**config.mk**
```make
export PLATFORM = sky130hd
export DESIGN_NAME = ultrasonic_tof_pulse_matcher_flat
export DESIGN_NICKNAME = d
export VERILOG_FILES = /design/src/hdl/utpm_pkg.sv /design/src/hdl/utpm_if.sv /design/src/hdl/ultrasonic_tof_pulse_matcher.sv /design/src/flat_wrapper.sv
export SDC_FILE = /design/constraint.sdc
export NUM_CORES = 1
export LEC_CHECK = 0
export BUFFER_PORTS_ARGS = -buffer_cell sky130_fd_sc_hd__clkbuf_2
export CAP_MARGIN = 5
export CORE_UTILIZATION = 40
export DETAILED_ROUTE_END_ITERATION = 6
export PLACE_DENSITY_LB_ADDON = 0.12
export SLEW_MARGIN = 20
export SYNTH_ARGS = -nofsm -noshare
export SYNTH_HDL_FRONTEND = slang
export SYNTH_SLANG_ARGS = --single-unit
```
**constraint.sdc**
```tcl
create_clock -name i_clk -period 10.7 [get_ports i_clk]
set_clock_uncertainty 0.1 [all_clocks]
set_input_delay 1.07 -clock i_clk [delete_from_list [all_inputs] [get_ports i_clk]]
set_output_delay 1.07 -clock i_clk [all_outputs]
set_load 0.03 [all_outputs]
```
**src/hdl/utpm_pkg.sv**
```systemverilog
// Package of the ultrasonic time-of-flight pulse matcher: widths, opcodes and state type.
// Used by the channel interfaces, the top level and the checker.
`default_nettype none

package utpm_pkg;

    localparam int MAX_STOPS = 16;

    localparam int OP_W      = 2;
    localparam int TS_W      = 32;
    localparam int PERIOD_W  = 16;
    localparam int SUM_W     = 38;
    localparam int FRAC_W    = 8;
    localparam int TOF_W     = 40;
    localparam int PULSE_W   = 5;
    localparam int TGT_W     = TS_W + 1;
    localparam int DIV_W     = SUM_W + FRAC_W;
    localparam int DIV_CNT_W = $clog2(DIV_W);
    localparam int PULSE_SAT = 31;

    localparam logic [PERIOD_W-1:0] PERIOD_RESET = 16'd6000;

    localparam logic [OP_W-1:0] OP_START  = 2'd0;
    localparam logic [OP_W-1:0] OP_STOP   = 2'd1;
    localparam logic [OP_W-1:0] OP_FINISH = 2'd2;

    localparam logic [TOF_W-1:0] TOF_MAX = {1'b0, {(TOF_W-1){1'b1}}};
    localparam logic [TOF_W-1:0] TOF_MIN = {1'b1, {(TOF_W-1){1'b0}}};

    typedef enum logic [2:0] {
        ST_IDLE,
        ST_DELAY,
        ST_SEARCH,
        ST_ACCUM,
        ST_DIV_LOAD,
        ST_DIV,
        ST_EMIT
    } t_state;

endpackage

`default_nettype wire

```
**src/hdl/utpm_if.sv**
```systemverilog
// Valid/ready channel interfaces of the pulse matcher: timestamp items, results, configuration.
// Depends on utpm_pkg for field widths.
`default_nettype none

interface utpm_in_if;
    logic                           valid;
    logic                           ready;
    logic [utpm_pkg::OP_W-1:0]      opcode;
    logic [utpm_pkg::TS_W-1:0]      timestamp;

    modport source (output valid, opcode, timestamp, input ready);
    modport sink   (input valid, opcode, timestamp, output ready);
endinterface

interface utpm_out_if;
    logic                               valid;
    logic                               ready;
    logic signed [utpm_pkg::TOF_W-1:0]  tof_value;
    logic [utpm_pkg::PULSE_W-1:0]       pulse_total;
    logic                               no_pulses;

    modport source (output valid, tof_value, pulse_total, no_pulses, input ready);
    modport sink   (input valid, tof_value, pulse_total, no_pulses, output ready);
endinterface

interface utpm_cfg_if;
    logic                               valid;
    logic                               ready;
    logic [utpm_pkg::PERIOD_W-1:0]      data;

    modport source (output valid, data, input ready);
    modport sink   (input valid, data, output ready);
endinterface

`default_nettype wire

```
**src/hdl/ultrasonic_tof_pulse_matcher.sv**
```systemverilog
// Ultrasonic time-of-flight pulse matcher: top level with sequencer and shared subtractor.
// Depends on utpm_pkg and the channel interfaces in utpm_if.sv.
//
// The block takes bursts of 32-bit counter timestamps. A start item records the reference
// time. Each stop item, up to MAX_STOPS per burst, gives a delay |stop - start|, which is
// matched to the nearest echo slot first_delay + k*period (lowest k on a tie) and the
// corrected delay delay - k*period is added to a 38-bit wrapping sum. A finish item emits
// the rounded mean of the corrected delays in cycles with 8 fraction bits, saturated to
// 40 bits, plus the pulse count and a flag for an empty burst, then clears the burst
// (the start time is kept). A small sequencer shares one subtractor among the delay, the
// slot error, the negated sum and the divider, so the block takes one item at a time: a
// start item, an opcode 3 item and a stop after the burst is full are handled in the idle
// state, and a finish of an empty burst goes straight to emit. A stop goes through the
// delay, search and accumulate states, the search trying one slot per cycle; a nonempty
// finish goes through the load, divide and emit states, the restoring divider making one
// quotient bit per cycle over 46 bits. Any finish also waits for the result register to
// be freed. The result sits in an output register, so new start and stop items are taken
// while a result still waits. The period register is written through the configuration
// channel, which is always ready, and must only be written while the block is idle.
`default_nettype none

module ultrasonic_tof_pulse_matcher #(
    parameter int MAX_STOPS = utpm_pkg::MAX_STOPS
) (
    input  wire logic       i_clk,
    input  wire logic       i_rst_n,
    utpm_cfg_if.sink        i_cfg,
    utpm_in_if.sink         i_in,
    utpm_out_if.source      o_out
);

    // Stop counter holds 0..MAX_STOPS; slot index runs 0..MAX_STOPS-1.
    localparam int CNT_W  = $clog2(MAX_STOPS + 1);
    localparam int K_W    = (MAX_STOPS > 1) ? $clog2(MAX_STOPS) : 1;
    localparam int KOFF_W = utpm_pkg::PERIOD_W + K_W;
    localparam int TGT_W  = utpm_pkg::TGT_W;
    localparam int ALU_W  = utpm_pkg::DIV_W;
    localparam int TS_W   = utpm_pkg::TS_W;
    localparam int SUM_W  = utpm_pkg::SUM_W;
    localparam int TOF_W  = utpm_pkg::TOF_W;
    localparam int PUL_W  = utpm_pkg::PULSE_W;
    localparam int DCNT_W = utpm_pkg::DIV_CNT_W;
    localparam int PW     = (CNT_W > PUL_W) ? CNT_W : PUL_W;

    // Sequencer state.
    utpm_pkg::t_state r_state, n_state;

    // Configuration and burst state.
    logic [utpm_pkg::PERIOD_W-1:0] r_period;
    logic [TS_W-1:0]               r_start, n_start;
    logic [TS_W-1:0]               r_first, n_first;
    logic [SUM_W-1:0]              r_sum,   n_sum;
    logic [CNT_W-1:0]              r_count, n_count;

    // Working registers of the stop search.
    logic [TS_W-1:0]               r_ts,        n_ts;
    logic [TS_W-1:0]               r_delay,     n_delay;
    logic [TGT_W-1:0]              r_target,    n_target;
    logic [KOFF_W-1:0]             r_koff,      n_koff;
    logic [K_W-1:0]                r_k,         n_k;
    logic [TGT_W-1:0]              r_best_err,  n_best_err;
    logic [KOFF_W-1:0]             r_best_koff, n_best_koff;

    // Working registers of the divider.
    logic [ALU_W-1:0]              r_quo, n_quo;
    logic [CNT_W-1:0]              r_rem, n_rem;
    logic [DCNT_W-1:0]             r_bit, n_bit;
    logic                          r_neg, n_neg;

    // Result register.
    logic                          r_out_valid, n_out_valid;
    logic [TOF_W-1:0]              r_tof,       n_tof;
    logic [PUL_W-1:0]              r_pulse,     n_pulse;
    logic                          r_nop,       n_nop;

    // Shared subtractor.
    logic [ALU_W-1:0]              w_alu_a, w_alu_b;
    logic [ALU_W:0]                w_alu_diff, w_alu_abs;
    logic                          w_alu_borrow;

    logic                          w_in_acc, w_emit_go, w_full, w_last_k;
    logic [ALU_W-1:0]              w_num, w_mag, w_dividend;
    logic [CNT_W:0]                w_rem_shift;
    logic [TS_W-1:0]               w_delay_now, w_first_now;
    logic [TGT_W-1:0]              w_err;
    logic [SUM_W-1:0]              w_corr;
    logic [TOF_W-1:0]              w_tof_sat;
    logic [PW-1:0]                 w_cnt_wide;
    logic [PUL_W-1:0]              w_pulse;

    assign i_in.ready  = (r_state == utpm_pkg::ST_IDLE);
    assign i_cfg.ready = 1'b1;

    assign o_out.valid       = r_out_valid;
    assign o_out.tof_value   = r_tof;
    assign o_out.pulse_total = r_pulse;
    assign o_out.no_pulses   = r_nop;

    assign w_in_acc  = i_in.valid & i_in.ready;
    assign w_emit_go = !r_out_valid | o_out.ready;
    assign w_full    = (r_count >= CNT_W'(MAX_STOPS));
    assign w_last_k  = (r_k == K_W'(MAX_STOPS - 1));

    // The sum scaled by 256; its sign is the sum's sign bit.
    assign w_num       = {r_sum, {utpm_pkg::FRAC_W{1'b0}}};
    assign w_rem_shift = {r_rem, r_quo[ALU_W-1]};

    // Operand selection for the one subtractor: delay, slot error, negation of the
    // scaled sum, and the divider's trial subtraction all use it in turn.
    always_comb begin
        w_alu_a = '0;
        w_alu_b = '0;
        case (r_state)
            utpm_pkg::ST_DELAY: begin
                w_alu_a = ALU_W'(r_ts);
                w_alu_b = ALU_W'(r_start);
            end
            utpm_pkg::ST_SEARCH: begin
                w_alu_a = ALU_W'(r_target);
                w_alu_b = ALU_W'(r_delay);
            end
            utpm_pkg::ST_DIV_LOAD: begin
                w_alu_b = w_num;
            end
            utpm_pkg::ST_DIV: begin
                w_alu_a = ALU_W'(w_rem_shift);
                w_alu_b = ALU_W'(r_count);
            end
            default: begin
            end
        endcase
    end

    assign w_alu_diff   = {1'b0, w_alu_a} - {1'b0, w_alu_b};
    assign w_alu_borrow = w_alu_diff[ALU_W];
    assign w_alu_abs    = w_alu_borrow ? ((ALU_W+1)'(0) - w_alu_diff) : w_alu_diff;

    assign w_delay_now = w_alu_abs[TS_W-1:0];
    assign w_first_now = (r_count == '0) ? w_delay_now : r_first;
    assign w_err       = w_alu_abs[TGT_W-1:0];
    assign w_corr      = SUM_W'(r_delay) - SUM_W'(r_best_koff);

    // Magnitude of the scaled sum plus half the count gives round-half-away-from-zero.
    assign w_mag      = r_sum[SUM_W-1] ? w_alu_diff[ALU_W-1:0] : w_num;
    assign w_dividend = w_mag + ALU_W'(r_count >> 1);

    // Sign and saturation of the quotient into the 40-bit result.
    always_comb begin
        if (r_count == '0) begin
            w_tof_sat = '0;
        end else if (!r_neg) begin
            if (|r_quo[ALU_W-1:TOF_W-1]) begin
                w_tof_sat = utpm_pkg::TOF_MAX;
            end else begin
                w_tof_sat = r_quo[TOF_W-1:0];
            end
        end else begin
            if ((|r_quo[ALU_W-1:TOF_W]) || (r_quo[TOF_W-1] && (|r_quo[TOF_W-2:0]))) begin
                w_tof_sat = utpm_pkg::TOF_MIN;
            end else begin
                w_tof_sat = TOF_W'(0) - r_quo[TOF_W-1:0];
            end
        end
    end

    assign w_cnt_wide = PW'(r_count);
    assign w_pulse    = (w_cnt_wide > PW'(utpm_pkg::PULSE_SAT)) ?
                        PUL_W'(utpm_pkg::PULSE_SAT) : w_cnt_wide[PUL_W-1:0];

    // Next state.
    always_comb begin
        n_state = r_state;
        case (r_state)
            utpm_pkg::ST_IDLE: begin
                if (w_in_acc) begin
                    case (i_in.opcode)
                        utpm_pkg::OP_STOP: begin
                            if (!w_full) begin
                                n_state = utpm_pkg::ST_DELAY;
                            end
                        end
                        utpm_pkg::OP_FINISH: begin
                            n_state = (r_count == '0) ? utpm_pkg::ST_EMIT
                                                      : utpm_pkg::ST_DIV_LOAD;
                        end
                        default: begin
                        end
                    endcase
                end
            end
            utpm_pkg::ST_DELAY:    n_state = utpm_pkg::ST_SEARCH;
            utpm_pkg::ST_SEARCH: begin
                if (w_last_k) begin
                    n_state = utpm_pkg::ST_ACCUM;
                end
            end
            utpm_pkg::ST_ACCUM:    n_state = utpm_pkg::ST_IDLE;
            utpm_pkg::ST_DIV_LOAD: n_state = utpm_pkg::ST_DIV;
            utpm_pkg::ST_DIV: begin
                if (r_bit == '0) begin
                    n_state = utpm_pkg::ST_EMIT;
                end
            end
            utpm_pkg::ST_EMIT: begin
                if (w_emit_go) begin
                    n_state = utpm_pkg::ST_IDLE;
                end
            end
            default:               n_state = utpm_pkg::ST_IDLE;
        endcase
    end

    // Datapath next values.
    always_comb begin
        n_start     = r_start;
        n_first     = r_first;
        n_sum       = r_sum;
        n_count     = r_count;
        n_ts        = r_ts;
        n_delay     = r_delay;
        n_target    = r_target;
        n_koff      = r_koff;
        n_k         = r_k;
        n_best_err  = r_best_err;
        n_best_koff = r_best_koff;
        n_quo       = r_quo;
        n_rem       = r_rem;
        n_bit       = r_bit;
        n_neg       = r_neg;
        n_tof       = r_tof;
        n_pulse     = r_pulse;
        n_nop       = r_nop;
        n_out_valid = r_out_valid & !o_out.ready;
        case (r_state)
            utpm_pkg::ST_IDLE: begin
                if (w_in_acc) begin
                    case (i_in.opcode)
                        utpm_pkg::OP_START: begin
                            n_start = i_in.timestamp;
                            n_first = '0;
                            n_sum   = '0;
                            n_count = '0;
                        end
                        utpm_pkg::OP_STOP: begin
                            n_ts = i_in.timestamp;
                        end
                        default: begin
                        end
                    endcase
                end
            end
            utpm_pkg::ST_DELAY: begin
                n_delay  = w_delay_now;
                n_first  = w_first_now;
                n_target = TGT_W'(w_first_now);
                n_koff   = '0;
                n_k      = '0;
            end
            utpm_pkg::ST_SEARCH: begin
                // Strictly smaller error wins, so the lowest slot keeps a tie.
                if ((r_k == '0) || (w_err < r_best_err)) begin
                    n_best_err  = w_err;
                    n_best_koff = r_koff;
                end
                n_k      = r_k + 1'b1;
                n_target = r_target + TGT_W'(r_period);
                n_koff   = r_koff + KOFF_W'(r_period);
            end
            utpm_pkg::ST_ACCUM: begin
                n_sum   = r_sum + w_corr;
                n_count = r_count + 1'b1;
            end
            utpm_pkg::ST_DIV_LOAD: begin
                n_quo = w_dividend;
                n_rem = '0;
                n_bit = DCNT_W'(ALU_W - 1);
                n_neg = r_sum[SUM_W-1];
            end
            utpm_pkg::ST_DIV: begin
                n_rem = w_alu_borrow ? w_rem_shift[CNT_W-1:0] : w_alu_diff[CNT_W-1:0];
                n_quo = {r_quo[ALU_W-2:0], !w_alu_borrow};
                n_bit = r_bit - 1'b1;
            end
            utpm_pkg::ST_EMIT: begin
                if (w_emit_go) begin
                    n_tof       = w_tof_sat;
                    n_pulse     = w_pulse;
                    n_nop       = (r_count == '0);
                    n_out_valid = 1'b1;
                    n_first     = '0;
                    n_sum       = '0;
                    n_count     = '0;
                end
            end
            default: begin
            end
        endcase
    end

    always_ff @(posedge i_clk) begin
        if (!i_rst_n) begin
            r_state     <= utpm_pkg::ST_IDLE;
            r_period    <= utpm_pkg::PERIOD_RESET;
            r_start     <= '0;
            r_first     <= '0;
            r_sum       <= '0;
            r_count     <= '0;
            r_out_valid <= 1'b0;
        end else begin
            r_state     <= n_state;
            r_start     <= n_start;
            r_first     <= n_first;
            r_sum       <= n_sum;
            r_count     <= n_count;
            r_out_valid <= n_out_valid;
            if (i_cfg.valid && i_cfg.ready) begin
                r_period <= i_cfg.data;
            end
        end
    end

    always_ff @(posedge i_clk) begin
        r_ts        <= n_ts;
        r_delay     <= n_delay;
        r_target    <= n_target;
        r_koff      <= n_koff;
        r_k         <= n_k;
        r_best_err  <= n_best_err;
        r_best_koff <= n_best_koff;
        r_quo       <= n_quo;
        r_rem       <= n_rem;
        r_bit       <= n_bit;
        r_neg       <= n_neg;
        r_tof       <= n_tof;
        r_pulse     <= n_pulse;
        r_nop       <= n_nop;
    end

endmodule

`default_nettype wire

```
**src/flat_wrapper.sv**
```systemverilog
// flat-port wrapper written by rule: the top's interface ports become plain ports
module ultrasonic_tof_pulse_matcher_flat 
#(
    parameter int MAX_STOPS = utpm_pkg::MAX_STOPS
)
  (i_clk, i_rst_n, i_cfg_valid, i_cfg_data, i_cfg_ready, i_in_valid, i_in_opcode, i_in_timestamp, i_in_ready, o_out_valid, o_out_tof_value, o_out_pulse_total, o_out_no_pulses, o_out_ready);
  utpm_cfg_if i_cfg_i ();
  utpm_in_if i_in_i ();
  utpm_out_if o_out_i ();
  input  wire logic i_clk;
  input  wire logic i_rst_n;
  input wire logic [$bits(i_cfg_i.valid)-1:0] i_cfg_valid;
  input wire logic [$bits(i_cfg_i.data)-1:0] i_cfg_data;
  output wire logic [$bits(i_cfg_i.ready)-1:0] i_cfg_ready;
  input wire logic [$bits(i_in_i.valid)-1:0] i_in_valid;
  input wire logic [$bits(i_in_i.opcode)-1:0] i_in_opcode;
  input wire logic [$bits(i_in_i.timestamp)-1:0] i_in_timestamp;
  output wire logic [$bits(i_in_i.ready)-1:0] i_in_ready;
  output wire logic [$bits(o_out_i.valid)-1:0] o_out_valid;
  output wire logic [$bits(o_out_i.tof_value)-1:0] o_out_tof_value;
  output wire logic [$bits(o_out_i.pulse_total)-1:0] o_out_pulse_total;
  output wire logic [$bits(o_out_i.no_pulses)-1:0] o_out_no_pulses;
  input wire logic [$bits(o_out_i.ready)-1:0] o_out_ready;
  assign i_cfg_i.valid = i_cfg_valid;
  assign i_cfg_i.data = i_cfg_data;
  assign i_cfg_ready = i_cfg_i.ready;
  assign i_in_i.valid = i_in_valid;
  assign i_in_i.opcode = i_in_opcode;
  assign i_in_i.timestamp = i_in_timestamp;
  assign i_in_ready = i_in_i.ready;
  assign o_out_valid = o_out_i.valid;
  assign o_out_tof_value = o_out_i.tof_value;
  assign o_out_pulse_total = o_out_i.pulse_total;
  assign o_out_no_pulses = o_out_i.no_pulses;
  assign o_out_i.ready = o_out_ready;
  ultrasonic_tof_pulse_matcher #(.MAX_STOPS(MAX_STOPS)) u_core (.i_clk(i_clk), .i_rst_n(i_rst_n), .i_cfg(i_cfg_i), .i_in(i_in_i), .o_out(o_out_i));
endmodule
```
==> results.sh <==
export IMPL_wl_met2_um=42800
export IMPL_hold_viol_final=0
export IMPL_vias=23500
export IMPL_max_freq_mhz=112
export IMPL_cts_resized=0
export IMPL_final_period_utilization_pct=83.7
export IMPL_status="finished clean"
export IMPL_report_final_slew_viol_count=0
export IMPL_ys_seq_elements=405
export IMPL_grt_util_all_layers_pct=25.8
export IMPL_post_cts_setup_buffers=0
export IMPL_dieWidth_um=264
export IMPL_cts_made_buffers=48
export IMPL_crit_path_end_kind="register"
export IMPL_worst_pin_slew_ns=1.12
export IMPL_gp_congestion=0.979
export IMPL_async_flop_share_pct=0
export IMPL_grt_overflow_total=0
export IMPL_antenna_found_initial=2
export IMPL_clk_pin_slew_ns=0.06
export IMPL_hold_path_class="register to register"
export IMPL_fillCellCount=6577
export IMPL_coreArea_um2=67500
export IMPL_met1_length_um=41900
export IMPL_hpwl_um=70700
export IMPL_viasPerCell=5.87
export IMPL_wl_met3_um=4790
export IMPL_firstDrtPassIters=5
export IMPL_synth_edf_count=278
export IMPL_numPortBuffers=102
export IMPL_wl_um=91900
export IMPL_yosys_warnings=0
export IMPL_synth_cell_types=97
export IMPL_synth_top_area_share_pct=30.4
export IMPL_reg2reg_slack_ns=1.74
export IMPL_slowest_delay_ns=0.66
export IMPL_path_buf_inv=4
export IMPL_cap_violations=0
export IMPL_synth_area_top_cells="edfxtp_1, dfxtp_1, ha_1"
export IMPL_grt_setup_unrepaired="false"
export IMPL_synth_main_ff_cell="edfxtp_1"
export IMPL_cp_top_family="compound AO/OA/AOI/OAI gates"
export IMPL_grt_first_pass_wirelength_um=138000
export IMPL_initial_core_util_pct=40.7
export IMPL_path_max_fanout=50
export IMPL_layout_cells_non_filler=4013
export IMPL_path_class="register to register"
export IMPL_htree_levels=2
export IMPL_cpMaxStageDelayCell="inv_2"
export IMPL_top_layer="met5"
export IMPL_cts_root_buf="clkbuf_16"
export IMPL_worstSetupStartpointType="register"
export IMPL_drt_initial_drc_count=1952
export IMPL_cp_required_ns=10.82
export IMPL_final_core_util_pct=45.1
export IMPL_grt_start_max_net_pins=76
export IMPL_period_minus_slack_ns=8.96
export IMPL_route_detailed_drc=0
export IMPL_clkSinkCount=405
export IMPL_r2r_start="u_core.r_state[0]$_SDFFE_PN0P_"
export IMPL_ios=104
export IMPL_slew_headroom_pct=24.6
export IMPL_clock_latency_ns=0.61
export IMPL_r2r_end="u_core.r_best_err[1]$_DFFE_PP_"
export IMPL_synthCells=3059
export IMPL_area_delta_synth_final_pct=11.0
export IMPL_r2r_cells=27
export IMPL_ant_nets=0
export IMPL_synth_top_area_cell="edfxtp_1"
export IMPL_setup_viol=0
export IMPL_post_route_cell_area_um2=30500
export IMPL_min_delay_worst_endpoint="u_core.r_best_koff[5]$_DFFE_PP_"
export IMPL_setup_tns_ns=0
export IMPL_crit_top_cell="o21a_1"
export IMPL_post_drt_wl_per_cell_um=22.9
export IMPL_die_area_um2=69700
export IMPL_dp_cells=3924
export IMPL_n_antenna_cell=0
export IMPL_hold_start="u_core.r_koff[5]$_SDFFCE_PP0P_"
export IMPL_synth_seq_area_share_pct=39.7
export IMPL_rows=95
export IMPL_syn_avg_cell_area_um2=8.98
export IMPL_whs_path_depth=0
export IMPL_place_area_um2=28900
export IMPL_clockBufferDepth=3
export IMPL_hold_buffers=0
export IMPL_tritoncts="built"
export IMPL_die_h_um=264
export IMPL_drive_above_1_share_pct=9.65
export IMPL_syn_cell_area_um2=27500
export IMPL_critPathArrivalTime_ns=9.08
export IMPL_grt_pass1_vias=22300
export IMPL_synth_nets=3290
export IMPL_fin_nets=3332
worst max-delay path by stage:
stage | cells past startpoint | startpoint | slack (ns) | endpoint
3_3_place_gp | 28 | u_core.r_state[0]$_SDFFE_PN0P_ | 2.13 | u_core.r_best_koff[0]$_DFFE_PP_
5_1_grt | 24 | u_core.r_state[0]$_SDFFE_PN0P_ | 1.15 | u_core.r_best_err[1]$_DFFE_PP_
3_5_place_dp | 23 | u_core.r_state[0]$_SDFFE_PN0P_ | 1.87 | u_core.r_best_err[1]$_DFFE_PP_
4_1_cts | 27 | u_core.r_state[0]$_SDFFE_PN0P_ | 1.83 | u_core.r_best_err[1]$_DFFE_PP_
2_1_floorplan | 33 | u_core.r_state[0]$_SDFFE_PN0P_ | 0.46 | u_core.r_best_err[0]$_DFFE_PP_
6_report | 27 | u_core.r_state[0]$_SDFFE_PN0P_ | 1.74 | u_core.r_best_err[1]$_DFFE_PP_
synth_stat cells, types with 15 or more instances:
cell type,count
nand2_1,324
edfxtp_1,278
nor2_1,243
a21oi_1,237
ha_1,170
o21ai_0,166
inv_1,138
dfxtp_1,127
clkbuf_1,120
xnor2_1,115
a22oi_1,89
xor2_1,85
nor2b_1,84
nor3_1,69
nand3_1,67
a21o_1,59
a31oi_1,43
a21boi_0,42
mux2i_1,35
and3_1,32
or3_1,31
a22o_1,30
a211oi_1,28
nand4_1,28
nand2b_1,26
and2_1,25
nand3b_1,25
o21a_1,25
o21ai_1,22
nor4_1,20
o31ai_1,20
buf_1,19
o21bai_1,18
or2_2,15
state kept, by name (all words and copies together), names as in the netlist, 6 cells and up:
signal / cells
u_core.r_best_err: 33
u_core.r_delay: 32
u_core.r_best_koff: 20
u_core.r_sum: 38
u_core.r_start: 32
u_core.r_ts: 32
u_core.r_target: 33
u_core.r_first: 32
u_core.r_quo: 46
u_core.r_bit: 6
u_core.o_out.tof_value: 40
u_core.r_period: 16
u_core.r_koff: 20
metrics by stage:
stage | hold WS (ns) | setup WS, ns
global route | 0.375 | 1.15
CTS | 0.357 | 1.83
detailed placement | 0.343 | 1.87
global placement | 0.343 | 2.13
floorplan | 0.333 | 0.457
finish | 0.356 | 1.74
layout by cell type (no fill, tap or decap), types with 28 or more instances in the layout:
master / count
a211oi_1: 28
a21boi_0: 42
a21o_1: 59
a21oi_1: 235
a22o_1: 30
a22oi_1: 89
a31oi_1: 43
and3_1: 31
buf_4: 42
clkbuf_16: 48
clkbuf_2: 101
dfxtp_1: 125
edfxtp_1: 278
ha_1: 170
inv_1: 137
mux2i_1: 35
nand2_1: 321
nand3_1: 66
nand4_1: 28
nor2_1: 240
nor2b_1: 81
nor3_1: 69
o21ai_0: 165
or3_1: 31
xnor2_1: 115
xor2_1: 85
kinds of logic (layout without fill, tap and decap cells):
group                    Yosys count  in the layout  share of synthesized area [%]
flip-flops                       405            405                           39.7
XOR/XNOR                         200            200                           6.38
adder cells (fa/ha/maj)          176            176                           8.18
AND/OR/NAND/NOR                 1044           1044                           18.8
AO/OA/AOI/OAI                    897            897                           21.2
multiplexers                      44             44                           1.65
other                              1              1                         0.0137
buffers and inverters            292            373                           4.06
layer usage:
layer	global-route usage, %	vias to the layer above
li1	-	11300
met1	35.5	11500
met2	42.5	670
met3	3.23	129
met4	6.93	2
met5	0	-
final cells by class:
| cell class | instances | area [um2] | area share [%] |
|---|---|---|---|
| timing repair buffer | 143 | 821 | 2.69 |
| clock inverter | 25 | 299 | 0.981 |
| multi-input combinational | 2362 | 15500 | 50.9 |
| tap | 873 | 1090 | 3.58 |
| clock buffer | 64 | 1320 | 4.33 |
| sequential | 405 | 10900 | 35.7 |
| inverter | 141 | 529 | 1.74 |
Power is not shown: default switching activity piles up to over one toggle a cycle in this logic, so the estimate is an artifact.
